<file path="src/design/nlqt_pkg.sv">
// ----------------------------------------------------------------------------
// nlqt_pkg
// Shared types and constants for the neighbor link quality table.
// ----------------------------------------------------------------------------
package nlqt_pkg;

    localparam int TABLE_SLOTS = 8;
    localparam int IDX_W       = (TABLE_SLOTS > 1) ? $clog2(TABLE_SLOTS) : 1;
    localparam int CNT_W       = 7;
    localparam int DVD_W       = 23;
    localparam int DVS_W       = 16;
    localparam int SCORE_W     = 7;

    localparam logic [DVS_W-1:0]   SEND_MAX  = 16'hFFFF;
    localparam logic [SCORE_W-1:0] SCORE_MAX = 7'd100;
    localparam logic [6:0]         PCT_MUL   = 7'd100;
    localparam logic [9:0]         RSSI_OFS  = 10'd100;

    localparam logic [1:0] REG_FRESH_WINDOW = 2'd0;

    typedef logic [IDX_W-1:0] idx_t;
    typedef logic [CNT_W-1:0] cnt_t;

    typedef enum logic [1:0] {
        OP_HELLO  = 2'd0,
        OP_SEND   = 2'd1,
        OP_EXPIRE = 2'd2,
        OP_QUERY  = 2'd3
    } op_t;

    typedef enum logic [1:0] {
        ST_DONE     = 2'd0,
        ST_UNKNOWN  = 2'd1,
        ST_MAC_BUSY = 2'd2,
        ST_NO_ENTRY = 2'd3
    } status_t;

    typedef enum logic [1:0] {
        WR_NONE = 2'd0,
        WR_SAME = 2'd1,
        WR_NEW  = 2'd2,
        WR_SEND = 2'd3
    } wr_kind_t;

    typedef struct packed {
        op_t         op;
        logic [31:0] node;
        logic [47:0] mac;
        logic [7:0]  rssi;
        logic [31:0] now;
        logic        known;
        logic        ok;
        logic [31:0] window;
    } req_t;

    typedef struct packed {
        logic        match_found;
        idx_t        match_idx;
        logic        mac_eq;
        logic        match_stale;
        logic        free_found;
        idx_t        free_idx;
        logic        oldest_found;
        idx_t        oldest_idx;
        logic [31:0] oldest_ls;
        cnt_t        count;
        cnt_t        expired;
    } acc_t;

    typedef struct packed {
        logic     we;
        wr_kind_t kind;
        idx_t     idx;
    } cmd_t;

    typedef struct packed {
        logic [7:0]       avg;
        logic [DVS_W-1:0] sends;
        logic [DVS_W-1:0] fails;
    } view_t;

endpackage

</file>
<file path="src/design/nlqt_cell.sv">
// ----------------------------------------------------------------------------
// nlqt_cell
// One table slot. Evaluates the scan word as it passes and forwards it,
// registered, to the next slot; applies broadcast writes addressed to it.
// ----------------------------------------------------------------------------
module nlqt_cell (
    input  logic             clk,
    input  logic             rst_n,
    input  nlqt_pkg::idx_t   slot_idx,
    input  nlqt_pkg::req_t   req,
    input  logic             tok_in,
    input  nlqt_pkg::acc_t   acc_in,
    input  nlqt_pkg::cmd_t   cmd,
    output logic             tok_out,
    output nlqt_pkg::acc_t   acc_out,
    output nlqt_pkg::view_t  rd
);
    import nlqt_pkg::*;

    logic             valid_reg, valid_next;
    logic [31:0]      last_seen_reg;
    logic [31:0]      node_reg;
    logic [47:0]      mac_reg;
    logic [7:0]       avg_reg;
    logic [DVS_W-1:0] sends_reg;
    logic [DVS_W-1:0] fails_reg;
    logic             tok_reg;
    acc_t             acc_reg, acc_next;

    logic [31:0]      age;
    logic             stale, clr, alive, hit, sel;
    logic signed [9:0] sum3, avg_new;

    assign age   = req.now - last_seen_reg;
    assign stale = age > req.window;
    assign clr   = tok_in && (req.op == OP_EXPIRE) && valid_reg && stale;
    assign alive = valid_reg && !clr;
    assign hit   = alive && (node_reg == req.node);
    assign sel   = cmd.we && (cmd.idx == slot_idx);

    // (3*avg + rssi) / 4, truncated toward zero
    assign sum3 = $signed({{2{avg_reg[7]}}, avg_reg})
                + $signed({{1{avg_reg[7]}}, avg_reg, 1'b0})
                + $signed({{2{req.rssi[7]}}, req.rssi});
    assign avg_new = sum3[9] ? ((sum3 + 10'sd3) >>> 2) : (sum3 >>> 2);

    always_comb
    begin
        acc_next = acc_in;
        if (hit && !acc_in.match_found)
        begin
            acc_next.match_found = 1'b1;
            acc_next.match_idx   = slot_idx;
            acc_next.mac_eq      = (mac_reg == req.mac);
            acc_next.match_stale = stale;
        end
        if (!valid_reg && !acc_in.free_found)
        begin
            acc_next.free_found = 1'b1;
            acc_next.free_idx   = slot_idx;
        end
        if (!acc_in.oldest_found || (last_seen_reg < acc_in.oldest_ls))
        begin
            acc_next.oldest_found = 1'b1;
            acc_next.oldest_idx   = slot_idx;
            acc_next.oldest_ls    = last_seen_reg;
        end
        if (alive)
        begin
            acc_next.count = acc_in.count + cnt_t'(1);
        end
        if (clr)
        begin
            acc_next.expired = acc_in.expired + cnt_t'(1);
        end
    end

    always_comb
    begin
        valid_next = valid_reg;
        if (clr)
        begin
            valid_next = 1'b0;
        end
        else if (sel && ((cmd.kind == WR_SAME) || (cmd.kind == WR_NEW)))
        begin
            valid_next = 1'b1;
        end
    end

    always_ff @(posedge clk or negedge rst_n)
    begin
        if (!rst_n)
        begin
            valid_reg     <= 1'b0;
            last_seen_reg <= '0;
            tok_reg       <= 1'b0;
        end
        else
        begin
            valid_reg <= valid_next;
            tok_reg   <= tok_in;
            if (sel && ((cmd.kind == WR_SAME) || (cmd.kind == WR_NEW)))
            begin
                last_seen_reg <= req.now;
            end
        end
    end

    always_ff @(posedge clk)
    begin
        if (tok_in)
        begin
            acc_reg <= acc_next;
        end
        if (sel)
        begin
            unique case (cmd.kind)
                WR_SAME:
                begin
                    avg_reg  <= avg_new[7:0];
                    node_reg <= req.node;
                    mac_reg  <= req.mac;
                end
                WR_NEW:
                begin
                    avg_reg   <= req.rssi;
                    sends_reg <= '0;
                    fails_reg <= '0;
                    node_reg  <= req.node;
                    mac_reg   <= req.mac;
                end
                WR_SEND:
                begin
                    if (sends_reg != SEND_MAX)
                    begin
                        sends_reg <= sends_reg + DVS_W'(1);
                        if (!req.ok)
                        begin
                            fails_reg <= fails_reg + DVS_W'(1);
                        end
                    end
                end
                default:
                begin
                end
            endcase
        end
    end

    assign tok_out  = tok_reg;
    assign acc_out  = acc_reg;
    assign rd.avg   = avg_reg;
    assign rd.sends = sends_reg;
    assign rd.fails = fails_reg;

endmodule

</file>
<file path="src/design/nlqt_div.sv">
// ----------------------------------------------------------------------------
// nlqt_div
// Restoring divider, one quotient bit per cycle.
// ----------------------------------------------------------------------------
module nlqt_div (
    input  logic                       clk,
    input  logic                       rst_n,
    input  logic                       start,
    input  logic [nlqt_pkg::DVD_W-1:0] dividend,
    input  logic [nlqt_pkg::DVS_W-1:0] divisor,
    output logic                       done,
    output logic [nlqt_pkg::DVD_W-1:0] quotient
);
    import nlqt_pkg::*;

    localparam int ITER_W = $clog2(DVD_W + 1);

    logic [ITER_W-1:0] iter_reg;
    logic              busy_reg;
    logic              done_reg;
    logic [DVD_W-1:0]  dvd_reg;
    logic [DVS_W-1:0]  dvs_reg;
    logic [DVS_W-1:0]  rem_reg;
    logic [DVS_W:0]    rem_t;
    logic              take;

    assign rem_t = {rem_reg, dvd_reg[DVD_W-1]};
    assign take  = rem_t >= {1'b0, dvs_reg};

    always_ff @(posedge clk or negedge rst_n)
    begin
        if (!rst_n)
        begin
            busy_reg <= 1'b0;
            done_reg <= 1'b0;
            iter_reg <= '0;
        end
        else
        begin
            done_reg <= 1'b0;
            if (start)
            begin
                busy_reg <= 1'b1;
                iter_reg <= ITER_W'(DVD_W);
            end
            else if (busy_reg)
            begin
                iter_reg <= iter_reg - ITER_W'(1);
                if (iter_reg == ITER_W'(1))
                begin
                    busy_reg <= 1'b0;
                    done_reg <= 1'b1;
                end
            end
        end
    end

    always_ff @(posedge clk)
    begin
        if (start)
        begin
            dvd_reg <= dividend;
            dvs_reg <= divisor;
            rem_reg <= '0;
        end
        else if (busy_reg)
        begin
            rem_reg <= take ? DVS_W'(rem_t - {1'b0, dvs_reg}) : rem_t[DVS_W-1:0];
            dvd_reg <= {dvd_reg[DVD_W-2:0], take};
        end
    end

    assign done     = done_reg;
    assign quotient = dvd_reg;

endmodule

</file>
<file path="src/design/neighbor_link_quality_table_unit.sv">
// ----------------------------------------------------------------------------
// neighbor_link_quality_table_unit
// Neighbor table with RSSI averaging, send counters, expiry and link score.
// ----------------------------------------------------------------------------
// Request channel (req_valid/req_stall) carries one word per operation:
// hello, send outcome, expire tick or score query. Response channel
// (rsp_valid/rsp_stall) returns one word per request: status, link score,
// neighbor count and expired count.
// A request is worked on alone. Its scan word walks the chain of slot cells
// one slot per cycle, then an apply state writes the slot, read and calc
// states read the slot and form the score operands, and a bit-serial divide
// forms the failure percentage. A new request is accepted only once the
// block is back in idle after the divide.
// The finished response moves to an output register, so the next request is
// accepted while that response waits on rsp_stall; a stalled response holds.
// A further finished response waiting behind it holds req_stall high.
// Reset empties the table, sets the fresh window to 30000 ms and drops any
// request in progress. fresh_window_ms is to be written over the APB port at
// address 0 only while the block is idle; the block does not enforce this.
// ----------------------------------------------------------------------------
module neighbor_link_quality_table_unit (
    input  logic        clk,
    input  logic        rst_n,
    input  logic        psel,
    input  logic        penable,
    input  logic        pwrite,
    input  logic [1:0]  paddr,
    input  logic [31:0] pwdata,
    output logic [31:0] prdata,
    output logic        pready,
    input  logic        req_valid,
    output logic        req_stall,
    input  logic [1:0]  opcode,
    input  logic [31:0] node_id,
    input  logic [47:0] peer_mac,
    input  logic signed [7:0] rssi_dbm,
    input  logic [31:0] now_ms,
    input  logic        node_known,
    input  logic        send_ok,
    output logic        rsp_valid,
    input  logic        rsp_stall,
    output logic [1:0]  status,
    output logic [6:0]  link_score,
    output logic [6:0]  neighbour_count,
    output logic [6:0]  expired_count
);
    import nlqt_pkg::*;

    typedef enum logic [5:0] {
        S_IDLE  = 6'b000001,
        S_SCAN  = 6'b000010,
        S_APPLY = 6'b000100,
        S_READ  = 6'b001000,
        S_CALC  = 6'b010000,
        S_DIV   = 6'b100000
    } state_t;

    state_t           state_reg, state_next;
    logic [31:0]      window_reg;
    req_t             req_reg;
    logic             start_reg;
    cmd_t             cmd_reg;
    status_t          status_reg, status_next;
    logic             present_reg;
    idx_t             rd_idx_reg;
    cnt_t             count_reg, expired_reg;
    view_t            view_reg;
    logic [6:0]       base_reg;
    logic             out_pend_reg;

    logic             rsp_valid_reg;
    logic [1:0]       status_o_reg;
    logic [6:0]       score_o_reg, count_o_reg, expired_o_reg;

    logic             tok_w [TABLE_SLOTS+1];
    acc_t             acc_w [TABLE_SLOTS+1];
    view_t            rd_w  [TABLE_SLOTS];

    acc_t             fin;
    logic             accept, cfg_wr, bad, conflict, hello_ok;
    idx_t             widx;
    logic             div_start, div_done;
    logic [DVD_W-1:0] quot;
    logic signed [9:0] base_s;
    logic [7:0]       diff;
    logic [6:0]       score;
    logic             load_out;
    logic             tail;

    // ---------------- configuration ----------------
    assign pready = 1'b1;
    assign cfg_wr = psel && penable && pwrite && (paddr == REG_FRESH_WINDOW);
    assign prdata = (paddr == REG_FRESH_WINDOW) ? window_reg : 32'd0;

    always_ff @(posedge clk or negedge rst_n)
    begin
        if (!rst_n)
        begin
            window_reg <= 32'd30000;
        end
        else if (cfg_wr)
        begin
            window_reg <= pwdata;
        end
    end

    // ---------------- slot chain ----------------
    assign tok_w[0] = start_reg;
    assign acc_w[0] = '0;

    for (genvar i = 0; i < TABLE_SLOTS; i++)
    begin : g_cell
        nlqt_cell u_cell (
            .clk      (clk),
            .rst_n    (rst_n),
            .slot_idx (idx_t'(i)),
            .req      (req_reg),
            .tok_in   (tok_w[i]),
            .acc_in   (acc_w[i]),
            .cmd      (cmd_reg),
            .tok_out  (tok_w[i+1]),
            .acc_out  (acc_w[i+1]),
            .rd       (rd_w[i])
        );
    end

    assign fin = acc_w[TABLE_SLOTS];

    // ---------------- decision at chain tail ----------------
    assign bad      = (req_reg.node == 32'd0) || !req_reg.known;
    assign conflict = fin.match_found && !fin.mac_eq && !fin.match_stale;
    assign hello_ok = (req_reg.op == OP_HELLO) && !bad && !conflict;
    assign widx     = fin.match_found ? fin.match_idx :
                      (fin.free_found ? fin.free_idx : fin.oldest_idx);
    assign tail     = (state_reg == S_SCAN) && tok_w[TABLE_SLOTS];

    always_comb
    begin
        unique case (req_reg.op)
            OP_HELLO:  status_next = bad ? ST_UNKNOWN : (conflict ? ST_MAC_BUSY : ST_DONE);
            OP_SEND:   status_next = fin.match_found ? ST_DONE : ST_NO_ENTRY;
            OP_EXPIRE: status_next = ST_DONE;
            OP_QUERY:  status_next = fin.match_found ? ST_DONE : ST_NO_ENTRY;
            default:   status_next = ST_DONE;
        endcase
    end

    // ---------------- sequencing ----------------
    assign accept    = req_valid && !req_stall;
    assign req_stall = (state_reg != S_IDLE) || out_pend_reg;
    assign div_start = (state_reg == S_CALC);
    assign load_out  = out_pend_reg && (!rsp_valid_reg || !rsp_stall);

    always_comb
    begin
        state_next = state_reg;
        unique case (state_reg)
            S_IDLE:  if (accept) state_next = S_SCAN;
            S_SCAN:  if (tok_w[TABLE_SLOTS]) state_next = S_APPLY;
            S_APPLY: state_next = S_READ;
            S_READ:  state_next = S_CALC;
            S_CALC:  state_next = S_DIV;
            S_DIV:   if (div_done) state_next = S_IDLE;
            default: state_next = S_IDLE;
        endcase
    end

    always_ff @(posedge clk or negedge rst_n)
    begin
        if (!rst_n)
        begin
            state_reg     <= S_IDLE;
            start_reg     <= 1'b0;
            cmd_reg       <= '0;
            out_pend_reg  <= 1'b0;
            rsp_valid_reg <= 1'b0;
        end
        else
        begin
            state_reg <= state_next;
            start_reg <= accept;
            if (tail)
            begin
                cmd_reg.we   <= hello_ok || ((req_reg.op == OP_SEND) && fin.match_found);
                cmd_reg.kind <= hello_ok ? ((fin.match_found && fin.mac_eq) ? WR_SAME : WR_NEW)
                                         : WR_SEND;
                cmd_reg.idx  <= hello_ok ? widx : fin.match_idx;
            end
            else
            begin
                cmd_reg.we <= 1'b0;
            end
            if ((state_reg == S_DIV) && div_done)
            begin
                out_pend_reg <= 1'b1;
            end
            else if (load_out)
            begin
                out_pend_reg <= 1'b0;
            end
            if (load_out)
            begin
                rsp_valid_reg <= 1'b1;
            end
            else if (!rsp_stall)
            begin
                rsp_valid_reg <= 1'b0;
            end
        end
    end

    // S_IDLE is not left while a response is pending, so pending drains first
    always_ff @(posedge clk)
    begin
        if (accept)
        begin
            req_reg.op     <= op_t'(opcode);
            req_reg.node   <= node_id;
            req_reg.mac    <= peer_mac;
            req_reg.rssi   <= rssi_dbm;
            req_reg.now    <= now_ms;
            req_reg.known  <= node_known;
            req_reg.ok     <= send_ok;
            req_reg.window <= window_reg;
        end
        if (tail)
        begin
            status_reg  <= status_next;
            present_reg <= hello_ok || fin.match_found;
            rd_idx_reg  <= hello_ok ? widx : fin.match_idx;
            count_reg   <= fin.count
                         + cnt_t'(hello_ok && !fin.match_found && fin.free_found);
            expired_reg <= fin.expired;
        end
        if (state_reg == S_READ)
        begin
            view_reg <= rd_w[rd_idx_reg];
        end
        if (state_reg == S_CALC)
        begin
            if (base_s[9])
            begin
                base_reg <= 7'd0;
            end
            else if (base_s > $signed({3'b000, SCORE_MAX}))
            begin
                base_reg <= SCORE_MAX;
            end
            else
            begin
                base_reg <= base_s[6:0];
            end
        end
        if (load_out)
        begin
            status_o_reg  <= status_reg;
            score_o_reg   <= score;
            count_o_reg   <= count_reg;
            expired_o_reg <= expired_reg;
        end
    end

    // ---------------- score ----------------
    assign base_s = ($signed({{2{view_reg.avg[7]}}, view_reg.avg}) + $signed(RSSI_OFS)) <<< 1;

    nlqt_div u_div (
        .clk      (clk),
        .rst_n    (rst_n),
        .start    (div_start),
        .dividend (DVD_W'(view_reg.fails) * DVD_W'(PCT_MUL)),
        .divisor  (view_reg.sends),
        .done     (div_done),
        .quotient (quot)
    );

    logic [7:0] result_reg;
    always_ff @(posedge clk)
    begin
        if (div_done)
        begin
            result_reg <= (view_reg.sends != '0) ? {1'b0, quot[7:1]} : 8'd0;
        end
    end

    assign diff  = {1'b0, base_reg} - result_reg;
    assign score = (!present_reg || diff[7]) ? 7'd0 : diff[6:0];

    assign rsp_valid       = rsp_valid_reg;
    assign status          = status_o_reg;
    assign link_score      = score_o_reg;
    assign neighbour_count = count_o_reg;
    assign expired_count   = expired_o_reg;

    // ---------------- checks ----------------
    a_score_range: assert property (@(posedge clk) disable iff (!rst_n)
        rsp_valid |-> (link_score <= SCORE_MAX))
        else $error("link score above maximum");

    a_count_range: assert property (@(posedge clk) disable iff (!rst_n)
        rsp_valid |-> (neighbour_count <= CNT_W'(TABLE_SLOTS)))
        else $error("neighbor count above table size");

    a_tail_in_scan: assert property (@(posedge clk) disable iff (!rst_n)
        tok_w[TABLE_SLOTS] |-> (state_reg == S_SCAN))
        else $error("scan word left chain outside scan");

    a_expire_status: assert property (@(posedge clk) disable iff (!rst_n)
        (rsp_valid && (expired_count != 7'd0)) |-> (status == ST_DONE))
        else $error("expired entries reported with error status");

endmodule
</file>
<file path="config.mk">
export PLATFORM = sky130hd
export DESIGN_NAME = neighbor_link_quality_table_unit
export DESIGN_NICKNAME = d
export VERILOG_FILES = /design/src/design/nlqt_pkg.sv /design/src/design/nlqt_cell.sv /design/src/design/nlqt_div.sv /design/src/design/neighbor_link_quality_table_unit.sv
export SDC_FILE = /design/constraint.sdc
export NUM_CORES = 2
export LEC_CHECK = 0
export ABC_AREA = 0
export BUFFER_PORTS_ARGS = -buffer_cell sky130_fd_sc_hd__buf_2
export CORE_ASPECT_RATIO = 1.5
export CORE_MARGIN = 8
export CORE_UTILIZATION = 60
export CTS_BUF_LIST = sky130_fd_sc_hd__clkbuf_8
export CTS_CLUSTER_SIZE = 28
export DETAILED_ROUTE_END_ITERATION = 16
export GPL_TIMING_DRIVEN = 0
export HOLD_SLACK_MARGIN = 0.15
export PLACE_DENSITY = 0.86
export SYNTH_ARGS = -nofsm -noshare
export SYNTH_HDL_FRONTEND = slang
export SYNTH_SLANG_ARGS = --single-unit
</file>
<file path="constraint.sdc">
create_clock -name clk -period 11.5 [get_ports clk]
set_input_delay 0 -clock clk [delete_from_list [all_inputs] [get_ports clk]]
set_output_delay 0 -clock clk [all_outputs]
set_load 0.03 [all_outputs]
</file>
# After elaboration in Yosys (flattened, before gate mapping)
# Index checks and enable logic that the tools add are counted.
[word_totals]
register_bits = 2028
elab_cells = 647
out_inout_bits = 58
in_bits = 165
[op_classes]
mul = 1
n_reduce_logical = 184
mux = 137
magnitude_cmp = 18
eq_ne = 58
n_bitwise = 1
add_sub_neg = 67
[op_table]
columns = ["op", "n"]
rows = [
  ["$pmux W16 S2", 16],
  ["$mux W16", 25],
  ["$eq A48 B48 Y1", 8],
  ["$add A16 B1 Y16 const B", 16],
  ["$eq A32 B32 Y1", 8],
  ["$gt A32 B32 Y1", 8],
  ["$sub A32 B32 Y32", 8],
  ["$lt A32 B32 Y1", 7],
  ["$mux W32", 7],
  ["$ne A16 B16 Y1 const B", 8],
  ["$pmux W8 S2", 8],
  ["$bmux W40 S3", 1],
  ["$mux W7", 15],
  ["$add A7 B1 Y7 const B", 14],
  ["$logic_and A1 B1 Y1", 85],
  ["$add A10 B3 Y10 const B", 8],
  ["$add A10 B8 Y10", 8],
  ["$add A8 B9 Y10", 8],
  ["$mux W40", 2],
  ["$mux W8", 8],
  ["$mux W23", 2],
  ["$logic_not A1 Y1", 39],
  ["$pmux W6 S6", 1],
  ["$logic_not A32 Y1", 1],
  ["41 further kinds", 155],
]

# Longest topological paths before layout
[logic_depth]
word_depth = 9
mapped_depth = 26
mapped_depth_nobuf = 25

# Hierarchy
# Synthesis repeated with hierarchy kept, for this count alone.
[unflattened]
hier_cells = 10278
area_unflattened_um2 = 121061.1
[modules_own_cells]
columns = ["module", "area_per_inst_um2", "cells_each", "instances", "seq_area_each_um2"]
rows = [
  ["nlqt_cell (g_cell[0].u_cell ...)", 12868.6, 1129, 5, 6256.0],
  ["neighbor_link_quality_table_unit", 14466.4, 890, 1, 8753.4],
  ["nlqt_cell (g_cell[7].u_cell)", 12974.9, 1144, 1, 6256.0],
  ["nlqt_cell (g_cell[1].u_cell)", 12923.6, 1146, 1, 6256.0],
  ["nlqt_cell (g_cell[2].u_cell)", 12918.6, 1131, 1, 6256.0],
  ["nlqt_div", 3434.5, 322, 1, 1666.6],
]

# Worst setup path before layout
# OpenSTA, ideal clock, no wires.
[synth_path]
path_type = "flip-flop to flip-flop"
from = "register req_reg[34] (netlist bit)"
to = "register g_cell[7].u_cell.acc_reg (netlist bit g_cell[7].u_cell.acc_out[54]), data pin"
period_less_slack_ns = 5.638
n_path_buf = 1
path_stages_with_launch = 26
path_slack_ns = 5.862
arrival_time_ns = 5.377
setup_ns = 0.260
required_ns = 11.240
path_cell_list = "edfxtp_1 > inv_1 > ha_1 > inv_1 > fa_1 > a21o_1 > a21oi_1 > o21ai_0 > o211ai_1 > a21oi_1 > a311oi_1 > o21ai_0 > a21o_1 > a21oi_1 > xnor2_1 > ha_1 > and3_1 > nand3_1 > or4_4 > or4_4 > nand3_2 > a21oi_2 > nor2b_2 > buf_6 > nand3_4 > mux2_4"
[synth_rtl]
columns = ["element", "line", "source"]
rows = [
  ["start: declaration", "neighbor_link_quality_table_unit.sv:60", "req_t req_reg;"],
  ["end signal: assignment", "nlqt_cell.sv:114", "acc_reg <= acc_next;"],
  ["end: declaration", "nlqt_cell.sv:28", "acc_t acc_reg, acc_next;"],
]

==> results by group <==
Status
  • Status: finished, violations left
  • Failing checks: max-capacitance violations, max-slew violations

CTS
  • CTS Buf Count: 306
  • # clock sinks: 1970
  • Clk Latency, worst-skew pair: around 1.0 ns
  • Max H-tree Level: 5
  • PostCTS Resize Cnt: 0
  • Post-CTS Setup Bufs: 0
  • Clock transition at path regs: ~0.090 ns
  • CTS tree: yes
  • Root Driver: clkbuf_8
  • Clk buf depth: 4

Synth
  • Top cell type by total area after synthesis: edfxtp_1
  • Synth Warn #: 0
  • Synth Cell Area: between 100000 and 150000 sq um
  • Syn Area/Cell: 11.7 sq um
  • Post-synthesis cell type count: between 90 and 100
  • Post-synth top cells: 1626 x edfxtp_1, 903 x ha_1, 715 x inv_1, 630 x xor2_1, 599 x xnor2_1
  • Share of synthesized flip-flops with an asynchronous set or reset: 16.5%
  • Count leader, synth: edfxtp_1
  • Post-Syn Instances: around 9.7k
  • Syn nets: 10.8k
  • Post-synth top area share: about 43%
  • Flops & latches, synth: around 2.0k
  • Post-synth EDFFs: around 1.6k
  • Sequential share of the synthesized area: 50.8%
  • Top cells by area, synth: edfxtp_1 43%, ha_1 10%, dfrtp_1 7.1%
  • Synth Flop Type: edfxtp_1

Global routing
  • Initial antenna violation count: 21
  • Largest net degree at the start of global routing: 120
  • Total grt overflow: 0
  • First-pass GRT wire length: approximately 540000 um
  • GR Util All Layers: 35.6%
  • Vias in the first global route: about 89k

Detailed routing
  • Residual DRC count: 0
  • Via/cell ratio: approximately 6.4
  • DR iter-0 viols: about 9k
  • Pre-antenna DRT Iters: 8
  • Via Count: between 80k and 90k
  • Met3 WL: ~35000 um
  • Routed WL per cell: between 20 and 30 um
  • Routed length on met2: 175000 um
  • DRT antenna net count: 0
  • Met1 Wirelength: 118000 um
  • Routed WL: 371000 um
  • Highest routed layer: met5

Cells and area
  • Final std cells w/o fill: roughly 13k
  • Multi-input logic area: 51600 sq um
  • FILL cells: 12.7k
  • Layout Nets: between 10k and 15k
  • Share of cells above drive strength 1: 9.30%
  • Max reg flops: 384
  • Area grow syn2layout: 12.8%
  • Register area: ~57000 sq um
  • Finished layout cell area: between 100000 and 150000 sq um

Place
  • Routability cong.: a little over 1
  • DP HPWL: between 200000 and 300000 um
  • I/O Buffers: roughly 220
  • Dpl cells: 12.4k
  • Placed Area: 118000 sq um

STA
  • Tmin final: 9.09 ns
  • Fin Clk Skew: approximately 0.14 ns
  • Setup violators final: 0
  • Final Slew Violations: 9
  • Fmax: approximately 110 MHz
  • Slew HR: -5.71%
  • RSZ-0062 raised after global routing: no
  • Setup TNS Final: 0 ns
  • Tightest Pin Transition: ~1.6 ns
  • Final hold violation count: 0
  • Fin crit share: around 79%

Floorplanning
  • Die area: 202000 sq um
  • Die X: roughly 370 um
  • Starting Density: ~60%
  • Io pins: approximately 220
  • Die H: 547 um
  • Core Region: about 190000 sq um
  • Row count: 195

Worst hold path
  • HP Class: in2reg

Pwr
  • Leak: 50.7 nW
  • Sw Pwr: a little under 9 mW
  • Int Power: 14.8 mW
  • Power Density: roughly 180 nW/um^2
  • Clock share of power: 25.3%
  • VDD IR max: ~0.3 mV
  • Switch share: a little under two fifths
  • Logic pwr share: between 30% and 40%
  • Pwr Total: approximately 24 mW
  • Seq pwr share: between 40% and 50%

Setup path
  • Kind of critical path: reg2reg
  • Critical Path Sink Type: register
  • Crit path DAT: a little under 10 ns
  • Worst setup SP type: register
  • CP max-delay cell: o41ai_1
  • Crit Path Max Fanout: 12
  • Max incr delay on CP: between 1 and 1.5 ns
  • Worst Path Required: 12.13 ns
  • Most frequent CP cell: a21oi_1

Job
  • Max-cap violation count: 5
## kinds of logic after synthesis
family / share of synthesized area (%)
AND/OR/NAND/NOR: 11.0
flip-flops: 50.8
AO/OA/AOI/OAI: 9.44
XOR/XNOR: 9.54
buffers and inverters: 3.57
adder cells (fa/ha/maj): 11.5
multiplexers: 4.15
other: 0.00332
## final cells by class
cell class | instances | share of cell area, %
flip-flops and latches | 1970 | 45.1
multi-input cells | 6664 | 40.5
repair buffers | 608 | 4.18
clock buffers | 334 | 3.61
well taps | 2462 | 2.42
inverters | 722 | 2.13
plain buffers | 313 | 1.06
clock inverters | 208 | 0.988
diodes | 15 | 0.0295
## stage by stage
step	setup slack [ns]	util, %	hold WS (ns)
after floorplan	5.86	-	-0.296
after global placement	2.63	62.4	0.176
after detailed placement	3.10	62.8	-0.0199
after CTS	3.03	67.8	0.152
after global routing	2.54	67.8	0.197
final	2.41	67.8	0.229
## worst max-delay path: cells and delay by family (launching register included)
kind / cells / cell delay, ns
AOI/OAI and AO/OA: 14 / 5.26
and+or+nand+nor: 3 / 0.79
xor gates and xnor gates: 2 / 0.30
adders and majority gates: 3 / 0.86
buffers and inverters: 4 / 1.02
DFF: 1 / 0.53
## layout by cell type (no fill, tap or decap), drive strengths merged, types with 94 or more instances in the layout
cell type	synthesis	layout
xor2	630	630
clkbuf	244	579
dlygate4sd3	0	351
xnor2	599	599
mux2i	159	159
a21o	279	279
clkinv	2	94
inv	720	817
nor4	159	159
nand4	215	215
edfxtp	1626	1626
nand2	597	597
nor2b	144	144
a21oi	398	398
nor2	328	328
buf	69	323
and2	269	269
ha	903	903
nor3	98	98
and3	98	98
o21a	131	131
o21ai	566	566
mux2	114	114
dfrtp	318	318
nand3	249	249
## power groups by stage
stage / Combinational (mW) / Sequential (mW) / Clock (mW)
detailed placement: 7.37 / 9.76 / 0
CTS: 7.57 / 9.62 / 5.90
global route: 8.47 / 9.70 / 6.23
finish: 7.86 / 9.69 / 5.96
floorplan: 5.13 / 9.37 / 0
global placement: 6.90 / 9.90 / 0
## worst paths after layout
kind	to	slack (ns)	cells past startpoint	from
setup reg to reg	g_cell[6].u_cell.acc_out[12]	2.41	26	req_reg[34]
min in group asynchronous	window_reg[2]	0.61	5	rst_n
hold / removal	req_reg[110]	0.23	3	peer_mac[36]
setup / recovery	g_cell[6].u_cell.acc_out[12]	2.41	26	req_reg[34]
hold reg to reg	neighbour_count[6]	0.42	0	count_reg[6]
max in group asynchronous	g_cell[2].u_cell.tok_out	9.32	7	rst_n
## repair_timing
item	4_1_cts	5_1_grt
hold endpoints to repair	546	0
setup endpoints to repair	0	0
hold buffers	352	0
## layer usage
metal | GRT usage [%] | vias up
met2 | 59.2 | 5506
met4 | 33.0 | 14
met3 | 8.34 | 1926
li1 | - | 36800
met1 | 37.1 | 41200
met5 | 0 | -
Power figures use the tool's default switching activity.
